File: src/rtl/core/point_series_filter_unit_defines.svh
// assertion macros used by the filter unit rtl
`ifndef POINT_SERIES_FILTER_UNIT_DEFINES_SVH
`define POINT_SERIES_FILTER_UNIT_DEFINES_SVH

// same-cycle implication, checked on clk with the active-low reset masking it
`define PSF_ASSERT_IMP(label, ante, cons, msg) \
  label: assert property (@(posedge clk) disable iff (!rst_n) (ante) |-> (cons)) \
    else $error(msg);

// next-cycle implication
`define PSF_ASSERT_NXT(label, ante, cons, msg) \
  label: assert property (@(posedge clk) disable iff (!rst_n) (ante) |=> (cons)) \
    else $error(msg);

`endif

File: src/rtl/core/psf_pkg.sv
package psf_pkg;

  // word format
  localparam int WORD_BITS = 32;
  localparam int FRAC_BITS = 16;
  localparam int MODE_W    = 3;

  // filter modes
  localparam logic [MODE_W-1:0] MODE_PASS  = MODE_W'(0);
  localparam logic [MODE_W-1:0] MODE_NEG   = MODE_W'(1);
  localparam logic [MODE_W-1:0] MODE_ABS   = MODE_W'(2);
  localparam logic [MODE_W-1:0] MODE_POS   = MODE_W'(3);
  localparam logic [MODE_W-1:0] MODE_DERIV = MODE_W'(4);
  localparam logic [MODE_W-1:0] MODE_INTEG = MODE_W'(5);

  // exact differences and sums need one guard bit
  localparam int MAG_W  = WORD_BITS + 1;
  // dividend of the slope: |dy| scaled by the fraction
  localparam int DVD_W  = MAG_W + FRAC_BITS;
  // product of |avg| and |dx|
  localparam int PROD_W = WORD_BITS + MAG_W;
  // product after dropping the fraction
  localparam int M_W    = PROD_W - FRAC_BITS;
  // running sum plus signed term, with room to detect overflow
  localparam int SUM_W  = M_W + 2;

  localparam int DIV_CNT_W = $clog2(DVD_W);
  localparam int MUL_CNT_W = $clog2(MAG_W);

  localparam logic [WORD_BITS-1:0] WORD_MAX = {1'b0, {(WORD_BITS-1){1'b1}}};
  localparam logic [WORD_BITS-1:0] WORD_MIN = {1'b1, {(WORD_BITS-1){1'b0}}};

  // status of a serial arithmetic unit
  typedef struct packed {
    logic busy;
    logic done;
  } psf_seq_stat_t;

endpackage

File: src/rtl/core/psf_in_if.sv
interface psf_in_if;
  import psf_pkg::*;

  logic                 valid;
  logic                 ready;
  logic [WORD_BITS-1:0] point_x;
  logic [WORD_BITS-1:0] point_y;
  logic                 set_end;

  modport source (output valid, output point_x, output point_y, output set_end,
                  input ready);
  modport sink   (input valid, input point_x, input point_y, input set_end,
                  output ready);
endinterface

File: src/rtl/core/psf_out_if.sv
interface psf_out_if;
  import psf_pkg::*;

  logic                 valid;
  logic                 ready;
  logic [WORD_BITS-1:0] out_x;
  logic [WORD_BITS-1:0] out_y;
  logic                 out_last;
  logic                 out_error;

  modport source (output valid, output out_x, output out_y, output out_last,
                  output out_error, input ready);
  modport sink   (input valid, input out_x, input out_y, input out_last,
                  input out_error, output ready);
endinterface

File: src/rtl/core/psf_div.sv
module psf_div (
  input  logic                                clk,
  input  logic                                rst_n,
  input  logic                                start,
  input  logic [psf_pkg::MAG_W-1:0]           num,
  input  logic [psf_pkg::MAG_W-1:0]           den,
  output psf_pkg::psf_seq_stat_t              stat,
  output logic [psf_pkg::WORD_BITS-1:0]       quo,
  output logic                                ovf
);
  import psf_pkg::*;

  logic                 busy_r;
  logic [DIV_CNT_W-1:0] cnt_r;
  logic [DVD_W-1:0]     dvd_r;
  logic [MAG_W-1:0]     den_r;
  logic [MAG_W-1:0]     rem_r;
  logic [MAG_W-1:0]     rem_nxt;
  logic [WORD_BITS-1:0] q_r;
  logic                 ovf_r;
  logic [MAG_W:0]       trial;
  logic [MAG_W:0]       diff;
  logic                 q_bit;

  // one restoring step: bring down the next dividend bit
  always_comb begin
    trial   = {rem_r, dvd_r[DVD_W-1]};
    diff    = trial - {1'b0, den_r};
    q_bit   = trial >= {1'b0, den_r};
    rem_nxt = q_bit ? diff[MAG_W-1:0] : trial[MAG_W-1:0];
  end

  // control
  always_ff @(posedge clk) begin
    if (!rst_n) begin
      busy_r <= 1'b0;
      cnt_r  <= '0;
    end else if (start) begin
      busy_r <= 1'b1;
      cnt_r  <= DIV_CNT_W'(DVD_W - 1);
    end else if (busy_r) begin
      if (cnt_r == '0) busy_r <= 1'b0;
      cnt_r <= cnt_r - 1'b1;
    end
  end

  // datapath, quotient bits leaving the word mark overflow
  always_ff @(posedge clk) begin
    if (start) begin
      dvd_r <= {num, {FRAC_BITS{1'b0}}};
      den_r <= den;
      rem_r <= '0;
      q_r   <= '0;
      ovf_r <= 1'b0;
    end else if (busy_r) begin
      dvd_r <= {dvd_r[DVD_W-2:0], 1'b0};
      rem_r <= rem_nxt;
      q_r   <= {q_r[WORD_BITS-2:0], q_bit};
      ovf_r <= ovf_r | q_r[WORD_BITS-1];
    end
  end

  assign stat.busy = busy_r;
  assign stat.done = busy_r && (cnt_r == '0);
  assign quo       = q_r;
  assign ovf       = ovf_r;
endmodule

File: src/rtl/core/psf_mul.sv
module psf_mul (
  input  logic                            clk,
  input  logic                            rst_n,
  input  logic                            start,
  input  logic [psf_pkg::WORD_BITS-1:0]   mcand,
  input  logic [psf_pkg::MAG_W-1:0]       mplier,
  output psf_pkg::psf_seq_stat_t          stat,
  output logic [psf_pkg::PROD_W-1:0]      prod
);
  import psf_pkg::*;

  logic                 busy_r;
  logic [MUL_CNT_W-1:0] cnt_r;
  logic [WORD_BITS-1:0] mcand_r;
  logic [PROD_W-1:0]    acc_r;
  logic [WORD_BITS:0]   part;

  // add the multiplicand into the upper half when the low multiplier bit is set
  always_comb begin
    part = {1'b0, acc_r[PROD_W-1:MAG_W]};
    if (acc_r[0]) part = part + {1'b0, mcand_r};
  end

  // control
  always_ff @(posedge clk) begin
    if (!rst_n) begin
      busy_r <= 1'b0;
      cnt_r  <= '0;
    end else if (start) begin
      busy_r <= 1'b1;
      cnt_r  <= MUL_CNT_W'(MAG_W - 1);
    end else if (busy_r) begin
      if (cnt_r == '0) busy_r <= 1'b0;
      cnt_r <= cnt_r - 1'b1;
    end
  end

  // shift-add accumulator, multiplier bits shift out at the bottom
  always_ff @(posedge clk) begin
    if (start) begin
      mcand_r <= mcand;
      acc_r   <= {{WORD_BITS{1'b0}}, mplier};
    end else if (busy_r) begin
      acc_r <= {part, acc_r[MAG_W-1:1]};
    end
  end

  assign stat.busy = busy_r;
  assign stat.done = busy_r && (cnt_r == '0);
  assign prod      = acc_r;
endmodule

File: src/rtl/core/point_series_filter_unit.sv
// pass, negate, absolute, positive-only and zero-dx derivative go from idle straight
//   to done; integrate and derivative pass through prepare, run and finish, where the
//   serial divider works through 49 bit steps and the serial multiplier through 33
// a new word is taken only in idle, once the result word of the last one is loaded;
//   a first point with no result stays idle; done waits until the previous output word is taken
// reset: synchronous active-low, clears mode, held point and running sum
`include "point_series_filter_unit_defines.svh"

module point_series_filter_unit (
  input  logic                           clk,
  input  logic                           rst_n,
  psf_in_if.sink                         in_ch,
  psf_out_if.source                      out_ch,
  input  logic                           cfg_we,
  input  logic [psf_pkg::MODE_W-1:0]     cfg_wdata
);
  import psf_pkg::*;

  // sequencer states
  localparam logic [2:0] ST_IDLE = 3'd0;
  localparam logic [2:0] ST_PREP = 3'd1;
  localparam logic [2:0] ST_RUN  = 3'd2;
  localparam logic [2:0] ST_FIN  = 3'd3;
  localparam logic [2:0] ST_DONE = 3'd4;

  // long operations
  localparam logic OP_DIV = 1'b0;
  localparam logic OP_MUL = 1'b1;

  function automatic logic [MAG_W-1:0] abs_mag(input logic [MAG_W-1:0] v);
    return v[MAG_W-1] ? (~v + 1'b1) : v;
  endfunction

  logic [2:0]           state_r, state_nxt;
  logic                 op_r;
  logic [MODE_W-1:0]    filter_mode_r;
  logic [WORD_BITS-1:0] prev_x_r, prev_y_r, area_sum_r;
  logic                 have_prev_r;
  logic [MAG_W-1:0]     dx_r, dy_r, ysum_r;
  logic                 neg_r;
  logic [WORD_BITS-1:0] res_x_r, res_y_r;
  logic                 res_last_r, res_err_r;
  logic                 out_valid_r;
  logic [WORD_BITS-1:0] out_x_r, out_y_r;
  logic                 out_last_r, out_error_r;

  logic                 in_fire, out_load;
  logic [MAG_W-1:0]     dx_nxt, dy_nxt, ysum_nxt;
  logic [WORD_BITS-1:0] ry_nxt, rx_nxt;
  logic                 err_nxt, emit_nxt, long_nxt, op_nxt;
  logic [WORD_BITS-1:0] neg_y;
  logic                 y_is_min;

  logic [MAG_W-1:0]     avg_full, avg_s, avg_mag, dx_mag, dy_mag;
  logic                 unit_start;
  psf_seq_stat_t        div_stat, mul_stat;
  logic [WORD_BITS-1:0] div_quo;
  logic                 div_ovf;
  logic [PROD_W-1:0]    mul_prod;

  logic                 q_over;
  logic [WORD_BITS-1:0] slope;
  logic [M_W:0]         term;
  logic [SUM_W-1:0]     sum_w;
  logic                 sum_hi, sum_lo;
  logic [WORD_BITS-1:0] area_nxt;

  assign in_fire = in_ch.valid && in_ch.ready;

  // differences to the held point, exact with a guard bit
  always_comb begin
    dx_nxt   = {in_ch.point_x[WORD_BITS-1], in_ch.point_x}
             - {prev_x_r[WORD_BITS-1], prev_x_r};
    dy_nxt   = {in_ch.point_y[WORD_BITS-1], in_ch.point_y}
             - {prev_y_r[WORD_BITS-1], prev_y_r};
    ysum_nxt = {in_ch.point_y[WORD_BITS-1], in_ch.point_y}
             + {prev_y_r[WORD_BITS-1], prev_y_r};
  end

  // per-point modes finish at once; pair modes start a serial unit, bar a zero-dx slope
  always_comb begin
    y_is_min = in_ch.point_y == WORD_MIN;
    neg_y    = y_is_min ? WORD_MAX : (~in_ch.point_y + 1'b1);
    rx_nxt   = in_ch.point_x;
    ry_nxt   = in_ch.point_y;
    err_nxt  = 1'b0;
    emit_nxt = 1'b1;
    long_nxt = 1'b0;
    op_nxt   = OP_DIV;
    case (filter_mode_r)
      MODE_NEG: begin
        ry_nxt  = neg_y;
        err_nxt = y_is_min;
      end
      MODE_ABS: begin
        if (in_ch.point_y[WORD_BITS-1]) begin
          ry_nxt  = neg_y;
          err_nxt = y_is_min;
        end
      end
      MODE_POS: begin
        if (in_ch.point_y[WORD_BITS-1]) ry_nxt = '0;
      end
      MODE_DERIV: begin
        rx_nxt = prev_x_r;
        if (!have_prev_r) begin
          emit_nxt = 1'b0;
        end else if (dx_nxt == '0) begin
          ry_nxt  = dy_nxt[MAG_W-1] ? WORD_MIN : WORD_MAX;
          err_nxt = 1'b1;
        end else begin
          long_nxt = 1'b1;
        end
      end
      MODE_INTEG: begin
        rx_nxt = prev_x_r;
        if (!have_prev_r) emit_nxt = 1'b0;
        else begin
          long_nxt = 1'b1;
          op_nxt   = OP_MUL;
        end
      end
      MODE_PASS: ;
      default: ;
    endcase
  end

  // operand magnitudes, average truncated toward zero
  always_comb begin
    avg_full   = ysum_r + {{(MAG_W-1){1'b0}}, ysum_r[MAG_W-1]};
    avg_s      = {avg_full[MAG_W-1], avg_full[MAG_W-1:1]};
    avg_mag    = abs_mag(avg_s);
    dx_mag     = abs_mag(dx_r);
    dy_mag     = abs_mag(dy_r);
    unit_start = state_r == ST_PREP;
  end

  psf_div u_div (
    .clk   (clk),
    .rst_n (rst_n),
    .start (unit_start && (op_r == OP_DIV)),
    .num   (dy_mag),
    .den   (dx_mag),
    .stat  (div_stat),
    .quo   (div_quo),
    .ovf   (div_ovf)
  );

  psf_mul u_mul (
    .clk    (clk),
    .rst_n  (rst_n),
    .start  (unit_start && (op_r == OP_MUL)),
    .mcand  (avg_mag[WORD_BITS-1:0]),
    .mplier (dx_mag),
    .stat   (mul_stat),
    .prod   (mul_prod)
  );

  // slope: saturate at the largest magnitude of the result sign
  always_comb begin
    q_over = div_ovf || (neg_r ? (div_quo[WORD_BITS-1] && (|div_quo[WORD_BITS-2:0]))
                               : div_quo[WORD_BITS-1]);
    if (q_over) slope = neg_r ? WORD_MIN : WORD_MAX;
    else        slope = neg_r ? (~div_quo + 1'b1) : div_quo;
  end

  // trapezoid: signed term added to the running sum, then saturated
  always_comb begin
    term   = neg_r ? (~{1'b0, mul_prod[PROD_W-1:FRAC_BITS]} + 1'b1)
                   : {1'b0, mul_prod[PROD_W-1:FRAC_BITS]};
    sum_w  = {{(SUM_W-WORD_BITS){area_sum_r[WORD_BITS-1]}}, area_sum_r}
           + {term[M_W], term};
    sum_hi = !sum_w[SUM_W-1] && (|sum_w[SUM_W-2:WORD_BITS-1]);
    sum_lo = sum_w[SUM_W-1] && !(&sum_w[SUM_W-2:WORD_BITS-1]);
    if (sum_hi)      area_nxt = WORD_MAX;
    else if (sum_lo) area_nxt = WORD_MIN;
    else             area_nxt = sum_w[WORD_BITS-1:0];
  end

  // sequencer
  always_comb begin
    state_nxt = state_r;
    out_load  = 1'b0;
    case (state_r)
      ST_IDLE: begin
        if (in_fire && emit_nxt) state_nxt = long_nxt ? ST_PREP : ST_DONE;
      end
      ST_PREP: state_nxt = ST_RUN;
      ST_RUN: begin
        if (div_stat.done || mul_stat.done) state_nxt = ST_FIN;
      end
      ST_FIN: state_nxt = ST_DONE;
      ST_DONE: begin
        if (!out_valid_r || out_ch.ready) begin
          out_load  = 1'b1;
          state_nxt = ST_IDLE;
        end
      end
      default: state_nxt = ST_IDLE;
    endcase
  end

  // control registers
  always_ff @(posedge clk) begin
    if (!rst_n) begin
      state_r       <= ST_IDLE;
      filter_mode_r <= MODE_PASS;
      have_prev_r   <= 1'b0;
      out_valid_r   <= 1'b0;
    end else begin
      state_r <= state_nxt;
      if (cfg_we) filter_mode_r <= cfg_wdata;
      if (in_fire) have_prev_r <= !in_ch.set_end;
      if (out_load) out_valid_r <= 1'b1;
      else if (out_ch.ready) out_valid_r <= 1'b0;
    end
  end

  // held point and running sum
  always_ff @(posedge clk) begin
    if (!rst_n) begin
      prev_x_r   <= '0;
      prev_y_r   <= '0;
      area_sum_r <= '0;
    end else begin
      if (in_fire) begin
        prev_x_r <= in_ch.point_x;
        prev_y_r <= in_ch.point_y;
        if (!have_prev_r) area_sum_r <= '0;
      end
      if (state_r == ST_FIN && op_r == OP_MUL) area_sum_r <= area_nxt;
    end
  end

  // word capture and result assembly
  always_ff @(posedge clk) begin
    if (in_fire) begin
      op_r       <= op_nxt;
      dx_r       <= dx_nxt;
      dy_r       <= dy_nxt;
      ysum_r     <= ysum_nxt;
      res_x_r    <= rx_nxt;
      res_y_r    <= ry_nxt;
      res_last_r <= in_ch.set_end;
      res_err_r  <= err_nxt;
    end
    if (state_r == ST_PREP) begin
      neg_r <= (op_r == OP_DIV) ? (dy_r[MAG_W-1] ^ dx_r[MAG_W-1])
                                : (avg_s[MAG_W-1] ^ dx_r[MAG_W-1]);
    end
    if (state_r == ST_FIN) begin
      if (op_r == OP_DIV) begin
        res_y_r   <= slope;
        res_err_r <= q_over;
      end else begin
        res_y_r   <= area_nxt;
        res_err_r <= sum_hi || sum_lo;
      end
    end
    if (out_load) begin
      out_x_r     <= res_x_r;
      out_y_r     <= res_y_r;
      out_last_r  <= res_last_r;
      out_error_r <= res_err_r;
    end
  end

  assign in_ch.ready      = state_r == ST_IDLE;
  assign out_ch.valid     = out_valid_r;
  assign out_ch.out_x     = out_x_r;
  assign out_ch.out_y     = out_y_r;
  assign out_ch.out_last  = out_last_r;
  assign out_ch.out_error = out_error_r;

  // a serial unit is working whenever the sequencer waits on one
  `PSF_ASSERT_IMP(a_run_busy, state_r == ST_RUN, div_stat.busy || mul_stat.busy, "no busy unit")
  // a new result word only appears after the sequencer finished an item
  `PSF_ASSERT_IMP(a_load_src, $rose(out_valid_r), $past(state_r == ST_DONE), "bad load")
  // the two serial units never run together
  `PSF_ASSERT_IMP(a_one_unit, 1'b1, !(div_stat.busy && mul_stat.busy), "both units busy")
  // the end of a set drops the held point
  `PSF_ASSERT_NXT(a_set_end, in_fire && in_ch.set_end, !have_prev_r, "point held past set end")
endmodule
File: src/flat_wrapper.sv
// flat-port wrapper written by rule: the top's interface ports become plain ports
module point_series_filter_unit_flat import psf_pkg::*;
  (clk, rst_n, cfg_we, cfg_wdata, in_ch_valid, in_ch_point_x, in_ch_point_y, in_ch_set_end, in_ch_ready, out_ch_valid, out_ch_out_x, out_ch_out_y, out_ch_out_last, out_ch_out_error, out_ch_ready);
  psf_in_if in_ch_i ();
  psf_out_if out_ch_i ();
  input  logic clk;
  input  logic rst_n;
  input  logic cfg_we;
  input  logic [psf_pkg::MODE_W-1:0] cfg_wdata;
  input wire logic [$bits(in_ch_i.valid)-1:0] in_ch_valid;
  input wire logic [$bits(in_ch_i.point_x)-1:0] in_ch_point_x;
  input wire logic [$bits(in_ch_i.point_y)-1:0] in_ch_point_y;
  input wire logic [$bits(in_ch_i.set_end)-1:0] in_ch_set_end;
  output wire logic [$bits(in_ch_i.ready)-1:0] in_ch_ready;
  output wire logic [$bits(out_ch_i.valid)-1:0] out_ch_valid;
  output wire logic [$bits(out_ch_i.out_x)-1:0] out_ch_out_x;
  output wire logic [$bits(out_ch_i.out_y)-1:0] out_ch_out_y;
  output wire logic [$bits(out_ch_i.out_last)-1:0] out_ch_out_last;
  output wire logic [$bits(out_ch_i.out_error)-1:0] out_ch_out_error;
  input wire logic [$bits(out_ch_i.ready)-1:0] out_ch_ready;
  assign in_ch_i.valid = in_ch_valid;
  assign in_ch_i.point_x = in_ch_point_x;
  assign in_ch_i.point_y = in_ch_point_y;
  assign in_ch_i.set_end = in_ch_set_end;
  assign in_ch_ready = in_ch_i.ready;
  assign out_ch_valid = out_ch_i.valid;
  assign out_ch_out_x = out_ch_i.out_x;
  assign out_ch_out_y = out_ch_i.out_y;
  assign out_ch_out_last = out_ch_i.out_last;
  assign out_ch_out_error = out_ch_i.out_error;
  assign out_ch_i.ready = out_ch_ready;
  point_series_filter_unit u_core (.clk(clk), .rst_n(rst_n), .in_ch(in_ch_i), .out_ch(out_ch_i), .cfg_we(cfg_we), .cfg_wdata(cfg_wdata));
endmodule
File: config.mk
export PLATFORM = sky130hd
export DESIGN_NAME = point_series_filter_unit_flat
export DESIGN_NICKNAME = d
export VERILOG_FILES = /design/src/rtl/core/psf_pkg.sv /design/src/rtl/core/psf_in_if.sv /design/src/rtl/core/psf_out_if.sv /design/src/rtl/core/psf_div.sv /design/src/rtl/core/psf_mul.sv /design/src/rtl/core/point_series_filter_unit.sv /design/src/flat_wrapper.sv
export VERILOG_INCLUDE_DIRS = /design/src /design/src/rtl/core
export SDC_FILE = /design/constraint.sdc
export NUM_CORES = 2
export LEC_CHECK = 0
export BUFFER_PORTS_ARGS = -buffer_cell sky130_fd_sc_hd__buf_2
export CAP_MARGIN = 20
export CORE_MARGIN = 8
export CORE_UTILIZATION = 45
export CTS_CLUSTER_DIAMETER = 80
export DETAILED_ROUTE_END_ITERATION = 10
export PLACE_DENSITY_LB_ADDON = 0.08
export SYNTH_ARGS = -nofsm -noshare
export SYNTH_HDL_FRONTEND = slang
export SYNTH_SLANG_ARGS = --single-unit
File: constraint.sdc
create_clock -name clk -period 6.72 [get_ports clk]
set_input_delay 1.344 -clock clk [delete_from_list [all_inputs] [get_ports clk]]
set_output_delay 1.344 -clock clk [all_outputs]
set_load 0.1 [all_outputs]
# After elaboration in Yosys (flattened, before gate mapping)
# Index checks and enable logic that the tools add are counted.
# op_classes
n_addsub	15
order_cmp	1
eq_ne	14
n_mux	62
bitwise	11
n_reduce_logical	35
# op_table
operator	count
32-bit 2-to-1 mux	17
33-bit 2-to-1 mux	6
32-bit one-hot mux with 4 select lines	1
49-bit 2-to-1 mux	2
32-bit by 1-bit adder with 32-bit output, second input constant	3
32-bit inverter	3
32-bit by 32-bit adder with 33-bit output	2
33-bit by 1-bit adder with 33-bit output, second input constant	2
33-bit inverter	2
32-bit by 32-bit subtractor with 33-bit output	2
31-bit 2-to-1 mux	2
32-bit by 50-bit adder with 51-bit output	1
50-bit by 1-bit adder with 50-bit output, second input constant	1
50-bit 2-to-1 mux	1
49-bit inverter with 50-bit output	1
34-bit by 33-bit >= comparator with 1-bit output	1
33-bit by 1-bit adder with 33-bit output	1
33-bit logical NOT	1
33-bit subtractor	1
32-bit equality test, second input constant	1
31-bit OR reduction	1
6-bit 2-to-1 mux	4
1-bit 2-to-1 mux	22
19-bit AND reduction	1
other kinds (23)	59
# totals
regBits	580
output_inout_bits	68

# Depth between registers and ports, before layout
# logic_depth
ltp_word	11
mapped_depth	27
depth_no_buf	25

# Hierarchy
# Synthesis repeated with hierarchy kept, for this count alone.
# hier_totals
hier_cells	4434
hier_area_um2	39457.8
# by_module_without_submodules
module	n_inst	cells_each	area_each_um2	seq_area_each_um2
point_series_filter_unit	1	3166	26436.6	9048.7
psf_div	1	701	7224.4	3443.3
psf_mul	1	567	5796.8	2732.6

# Worst setup path after synthesis
# No wires, ideal clock.
# synth_path
path_type	reg2reg
start	register u_core.state_r[0]
end	register u_core.dx_r[0], enable pin
arrival_time_ps	6910
required_time_ps	6172
path_slack_ps	-737
path_stages_with_launch	6
path_cell_list	dfxtp_1 > clkbuf_1 > nor3_1 > nand2_1 > inv_1 > clkbuf_1
# synth_between
elab_chain_cells	2
# synth_lines
element	line_no	rtl
start, declared	point_series_filter_unit.sv:34	logic [2:0] state_r, state_nxt;
start signal, assigned	point_series_filter_unit.sv:211	state_r <= state_nxt;
3-bit logical NOT	point_series_filter_unit.sv:268	assign in_ch.ready = state_r == ST_IDLE;
named net in_ch_ready	flat_wrapper.sv:14	output wire logic [$bits(in_ch_i.ready)-1:0] in_ch_ready;
1-bit logical AND	point_series_filter_unit.sv:68	assign in_fire = in_ch.valid && in_ch.ready;
named net u_core.in_fire	point_series_filter_unit.sv:47	logic in_fire, out_load;
end signal, assigned	point_series_filter_unit.sv:239	dx_r <= dx_nxt;
end, declared	point_series_filter_unit.sv:39	logic [MAG_W-1:0] dx_r, dy_r, ysum_r;
# The timed path passes the listed nets, and every way through them passes these cells.
# A chain may end at the register's enable or synchronous reset.

# Final worst setup path
# layout_path
start	register u_core.u_mul.acc_r[21], in the netlist u_core.u_mul.prod[21]
end	register u_core.res_y_r[19], data pin
# layout_between
elab_chain_cells	11
# layout_lines
element	line_no	rtl
start, declared	psf_mul.sv:15	logic [PROD_W-1:0] acc_r;
start signal, assigned	psf_mul.sv:42	acc_r <= {{WORD_BITS{1'b0}}, mplier};
start signal, assigned	psf_mul.sv:44	acc_r <= {part, acc_r[MAG_W-1:1]};
49-bit inverter with 50-bit output	point_series_filter_unit.sv:169	term = neg_r ? (~{1'b0, mul_prod[PROD_W-1:FRAC_BITS]} + 1'b1)
50-bit by 1-bit adder with 50-bit output	point_series_filter_unit.sv:169	
50-bit 2-to-1 mux (*)	point_series_filter_unit.sv:169	
32-bit by 50-bit adder with 51-bit output (*)	point_series_filter_unit.sv:172	+ {term[M_W], term};
19-bit AND reduction	point_series_filter_unit.sv:174	sum_lo = sum_w[SUM_W-1] && !(&sum_w[SUM_W-2:WORD_BITS-1]);
1-bit logical NOT	point_series_filter_unit.sv:174	
1-bit logical AND	point_series_filter_unit.sv:174	
32-bit 2-to-1 mux	point_series_filter_unit.sv:176	else if (sum_lo) area_nxt = WORD_MIN;
32-bit 2-to-1 mux (*)	point_series_filter_unit.sv:175	if (sum_hi) area_nxt = WORD_MAX;
32-bit 2-to-1 mux (*)	point_series_filter_unit.sv:252	if (op_r == OP_DIV) begin
32-bit 2-to-1 mux (*)	point_series_filter_unit.sv:251	if (state_r == ST_FIN) begin
end signal, assigned	point_series_filter_unit.sv:243	res_y_r <= ry_nxt;
end signal, assigned	point_series_filter_unit.sv:253	res_y_r <= slope;
end signal, assigned	point_series_filter_unit.sv:256	res_y_r <= area_nxt;
end, declared	point_series_filter_unit.sv:41	logic [WORD_BITS-1:0] res_x_r, res_y_r;
# Mark *: on every way between the ends. The rest lies on a longest branch, timed or not.

==> flow_summary_export.csv <==
group,metric,value,unit
status,status,"finished clean",
synth,syn_nets,4809,
clock_network,clock_tree.buffer_depth,3,
floorplanning,design.core.area,86480,µm²
synth,synth_seq_cells,579,
synth,yosysWarningCount,0,
clock_network,tritoncts,"done",
synth,ys_dominant_reg_cell,"edfxtp_1",
clock_network,cts_num_sinks,579,
setup_path,reg2reg_from,"u_core.u_mul.prod[21]$_DFFE_PP_",
finish,finish.instance_area,44530,µm²
sta,hold_viol_final,0,
floorplanning,dieArea,96570,µm²
drt,num_vias,34140,
sta,setup_viol,0,
sta,setup_total_negative_slack,0,ns
power_and_ir_drop,p_sw_share,35.87,%
clock_network,htree_levels,3,
floorplanning,die_h,310.8,µm
global_route,grt_max_degree,87,
power_and_ir_drop,power.static_leakage,0.01741,µW
place,dpl_cell_area,41760,µm²
setup_path,endpoint_arrival_time_on_the_critical_path,7.19,ns
drt,firstDrtPassIters,8,
synth,avgSynthCellArea,8.698,µm²
floorplanning,die_w,310.8,µm
worst_hold_path,min_from,"u_core.res_x_r[30]$_DFFE_PP_",
global_route,grt_use_total,24.30,%
sta,clock_skew,0.03123,ns
power_and_ir_drop,internal-power,7775,µW
floorplanning,row_count,108,
global_route,grt_pass1_wl,187.9,mm
floorplanning,top_level_ports,141,
setup_path,path_max_fanout,7,
setup_path,critPathMaxStageDelay,0.60,ns
sta,setup_repair_after_global_routing_missed_its_margin,"yes",
global_route,antenna_found_initial,18,
place,detailedPlacementHpwl,93.32,mm
setup_path,timing.setup.critical_path_class,"reg2reg",
drt,route.antenna.remaining_nets,0,
setup_path,timing.critical_path.mode_cell,"nand2b_4",
finish,fin_nets,4997,
worst_hold_path,hp-class,"reg2reg",
drt,route.detailed.drc,0,
clock_network,numCtsBuffers,71,
drt,wl,123.1,mm
sta,worstMarginPinSlew,1.136,ns
power_and_ir_drop,net_switching,4349,µW
setup_path,cp-end-kind,"register",
clock_network,clk-insertion-delay-late,0.64,ns
synth,number_of_standard_cells_after_synthesis,4495,
finish,drive_above_1_share,12.24,%
setup_path,crit_path_top_delay_cell,"or4_4",
sta,maxSlewViolCount,0,
synth,mappedNetlistArea,39100,µm²
setup_path,crit_path_start_kind,"register",
global_route,grt.overflow.total,0,
place,gp_congestion,0.9295,
clock_network,clockRootBuffer,"clkbuf_16",
power_and_ir_drop,power.ir.vdd_worst,0.2523,mV
power_and_ir_drop,power_per_cell_area,272.3,nW/µm²
synth,seq_area_frac_synth,38.94,%
drt,avgViaCountPerCell,5.789,
floorplanning,start_util,45.21,%
sta,max_clock_freq,149.2,MHz
sta,max-slew-margin-rel,23.68,%
synth,post_synth_edffs,363,
finish,area_growth,13.90,%
power_and_ir_drop,total_power,12120,µW
clock_network,path_clk_slew,0.06,ns
setup_path,setup.worst_path.start,"u_core.u_mul.prod[21]$_DFFE_PP_",
power_and_ir_drop,power_frac_clock,31.5,%
sta,finalCritPeriodShare,99.76,%
place,numPortBuffers,140,
clock_network,cts_hold_repair.buffers,0,
setup_path,reg2reg_setup_slack,0.02,ns
synth,netlist-cell-type-count,98,
drt,route.detailed.wl_per_inst,20.88,µm
power_and_ir_drop,combinationalPowerShare,30.8,%
power_and_ir_drop,power.share.sequential,37.7,%
flow_run,max_cap_viol_count,0,
global_route,grt_pass1_vias,31650,
synth,async_set_or_reset_register_ratio_after_synthesis,0,%
sta,fin_crit,6.704,ns
setup_path,required,7.21,ns
drt,detailedRoute.firstIterationViolations,2771,
## what timing repair did
| item | CTS | global route |
|---|---|---|
| resized for setup | 30 | 34 |
| setup buffers | 7 | 7 |
| gates cloned | 2 | 1 |
| pin swaps | 18 | 19 |
| endpoints found under the setup margin | 63 | 63 |
## critical path: cells and delay by family, from the launching register on
| family | cells | cell delay (ns) |
|---|---|---|
| buf+inv | 2 | 0.30 |
| xor+xnor | 1 | 0.09 |
| fa+ha+maj | 1 | 0.35 |
| flops | 1 | 0.40 |
| compound gates | 9 | 1.68 |
| simple gates | 14 | 3.72 |
## area by class of cell
class | count | area (µm²)
fillers | 8251 | 41950
inverters | 215 | 817.0
clock buffers | 92 | 1958
clock inverters | 38 | 360.3
multi-input cells | 3491 | 22540
well taps | 1155 | 1445
flip-flops and latches | 579 | 15230
repair buffers | 325 | 2172
diodes | 2 | 5.005
## power by group through the flow
stage / Clock [µW] / Combinational, µW / Sequential [µW]
detailed placement: 0 / 3660 / 4630
global placement: 0 / 3650 / 4630
CTS: 3910 / 3690 / 4560
global route: 4050 / 4090 / 4610
finish: 3820 / 3730 / 4570
floorplan: 0 / 2420 / 4790
## cell families (layout without fill, tap and decap cells)
logic type | after synthesis | after routing | synth area share (%)
AOI/OAI and AO/OA | 1312 | 1312 | 21.01
xor gates and xnor gates | 340 | 340 | 7.617
adders and majority gates | 241 | 241 | 7.828
buffers and inverters | 425 | 670 | 4.228
DFF | 579 | 579 | 38.94
muxes | 73 | 73 | 1.888
other | 0 | 2 | 0
and+or+nand+nor | 1525 | 1525 | 18.48
## final timing paths
kind,endpoint,cells past startpoint
max,u_core.res_y_r[19]$_DFFE_PP_,27
min,u_core.out_ch.out_x[30]$_DFFE_PP_,0
max reg2reg,u_core.res_y_r[19]$_DFFE_PP_,27
min reg2reg,u_core.out_ch.out_x[30]$_DFFE_PP_,0
## per-layer routing
metal  wire length [µm]  GRT usage (%)  part of all wire, %
met5                 36              0                0.029
met4               3371          7.247                  2.7
met3               7914          3.804                  6.4
met2              54030          37.67                   44
met1              57760          34.77                   47
## Yosys cell counts (13+ instances only)
cell / instances / area (µm²)
nor4_1: 28 / 175.2
nor3b_1: 13 / 97.59
o21bai_1: 33 / 247.7
a21o_1: 69 / 518.0
or2_2: 18 / 112.6
nor3_1: 103 / 515.5
clkbuf_1: 169 / 634.4
a21oi_1: 433 / 2167
nand2b_1: 55 / 344.1
o221ai_1: 14 / 122.6
or4_1: 34 / 255.2
nor2_1: 348 / 1306
o21a_1: 36 / 270.3
nand4_1: 57 / 356.6
o211ai_1: 29 / 217.7
nor2b_1: 31 / 193.9
o31ai_1: 48 / 360.4
and3_1: 31 / 193.9
a211oi_1: 53 / 397.9
o41ai_1: 18 / 157.7
o21ai_0: 330 / 1652
buf_1: 15 / 56.30
a21oi_2: 25 / 219.0
buf_2: 20 / 100.1
xor2_1: 118 / 1033
nand3_1: 98 / 490.5
edfxtp_1: 363 / 10900
inv_1: 211 / 792.0
a31oi_1: 44 / 275.3
xnor2_1: 222 / 1944
ha_1: 235 / 2940
dfxtp_1: 216 / 4324
and2_1: 27 / 168.9
or3_1: 50 / 312.8
nand2_1: 574 / 2155
a21boi_0: 13 / 97.59
mux2i_1: 67 / 670.6
## layout by cell type, fill, tap and decap left out, types with 69 or more instances in the layout
master       n
ha_1       235
nand3_1     96
nor2_1     346
inv_1      209
nor3_1     100
nand2_1    569
a21o_1      69
dfxtp_1    214
buf_2      140
xnor2_1    220
edfxtp_1   363
a21oi_1    422
xor2_1     118
clkbuf_16   74
buf_4      177
o21ai_0    325
## metrics by stage
step | worst slack [ns] | util, % | instances | hold WS, ns
6_report | 0.01632 | 51.49 | 5897 | 0.4213
2_1_floorplan | 0.009639 | - | 4495 | 0.4003
5_1_grt | -0.2364 | 51.48 | 5895 | 0.4253
4_1_cts | -0.03921 | 51.23 | 5887 | 0.4206
3_3_place_gp | -0.3925 | 48.29 | 5748 | 0.4008
3_5_place_dp | -0.4706 | 48.29 | 5748 | 0.4045
## flip-flops by register name, summed over array words and instances, names as in the netlist, 33 cells and up
register / flops
u_core.u_mul.prod: 65
u_core.ysum_r: 33
u_core.u_div.dvd_r: 33
u_core.u_div.den_r: 33
u_core.dx_r: 33
u_core.u_div.rem_r: 33
Power figures use the tool's default switching activity.
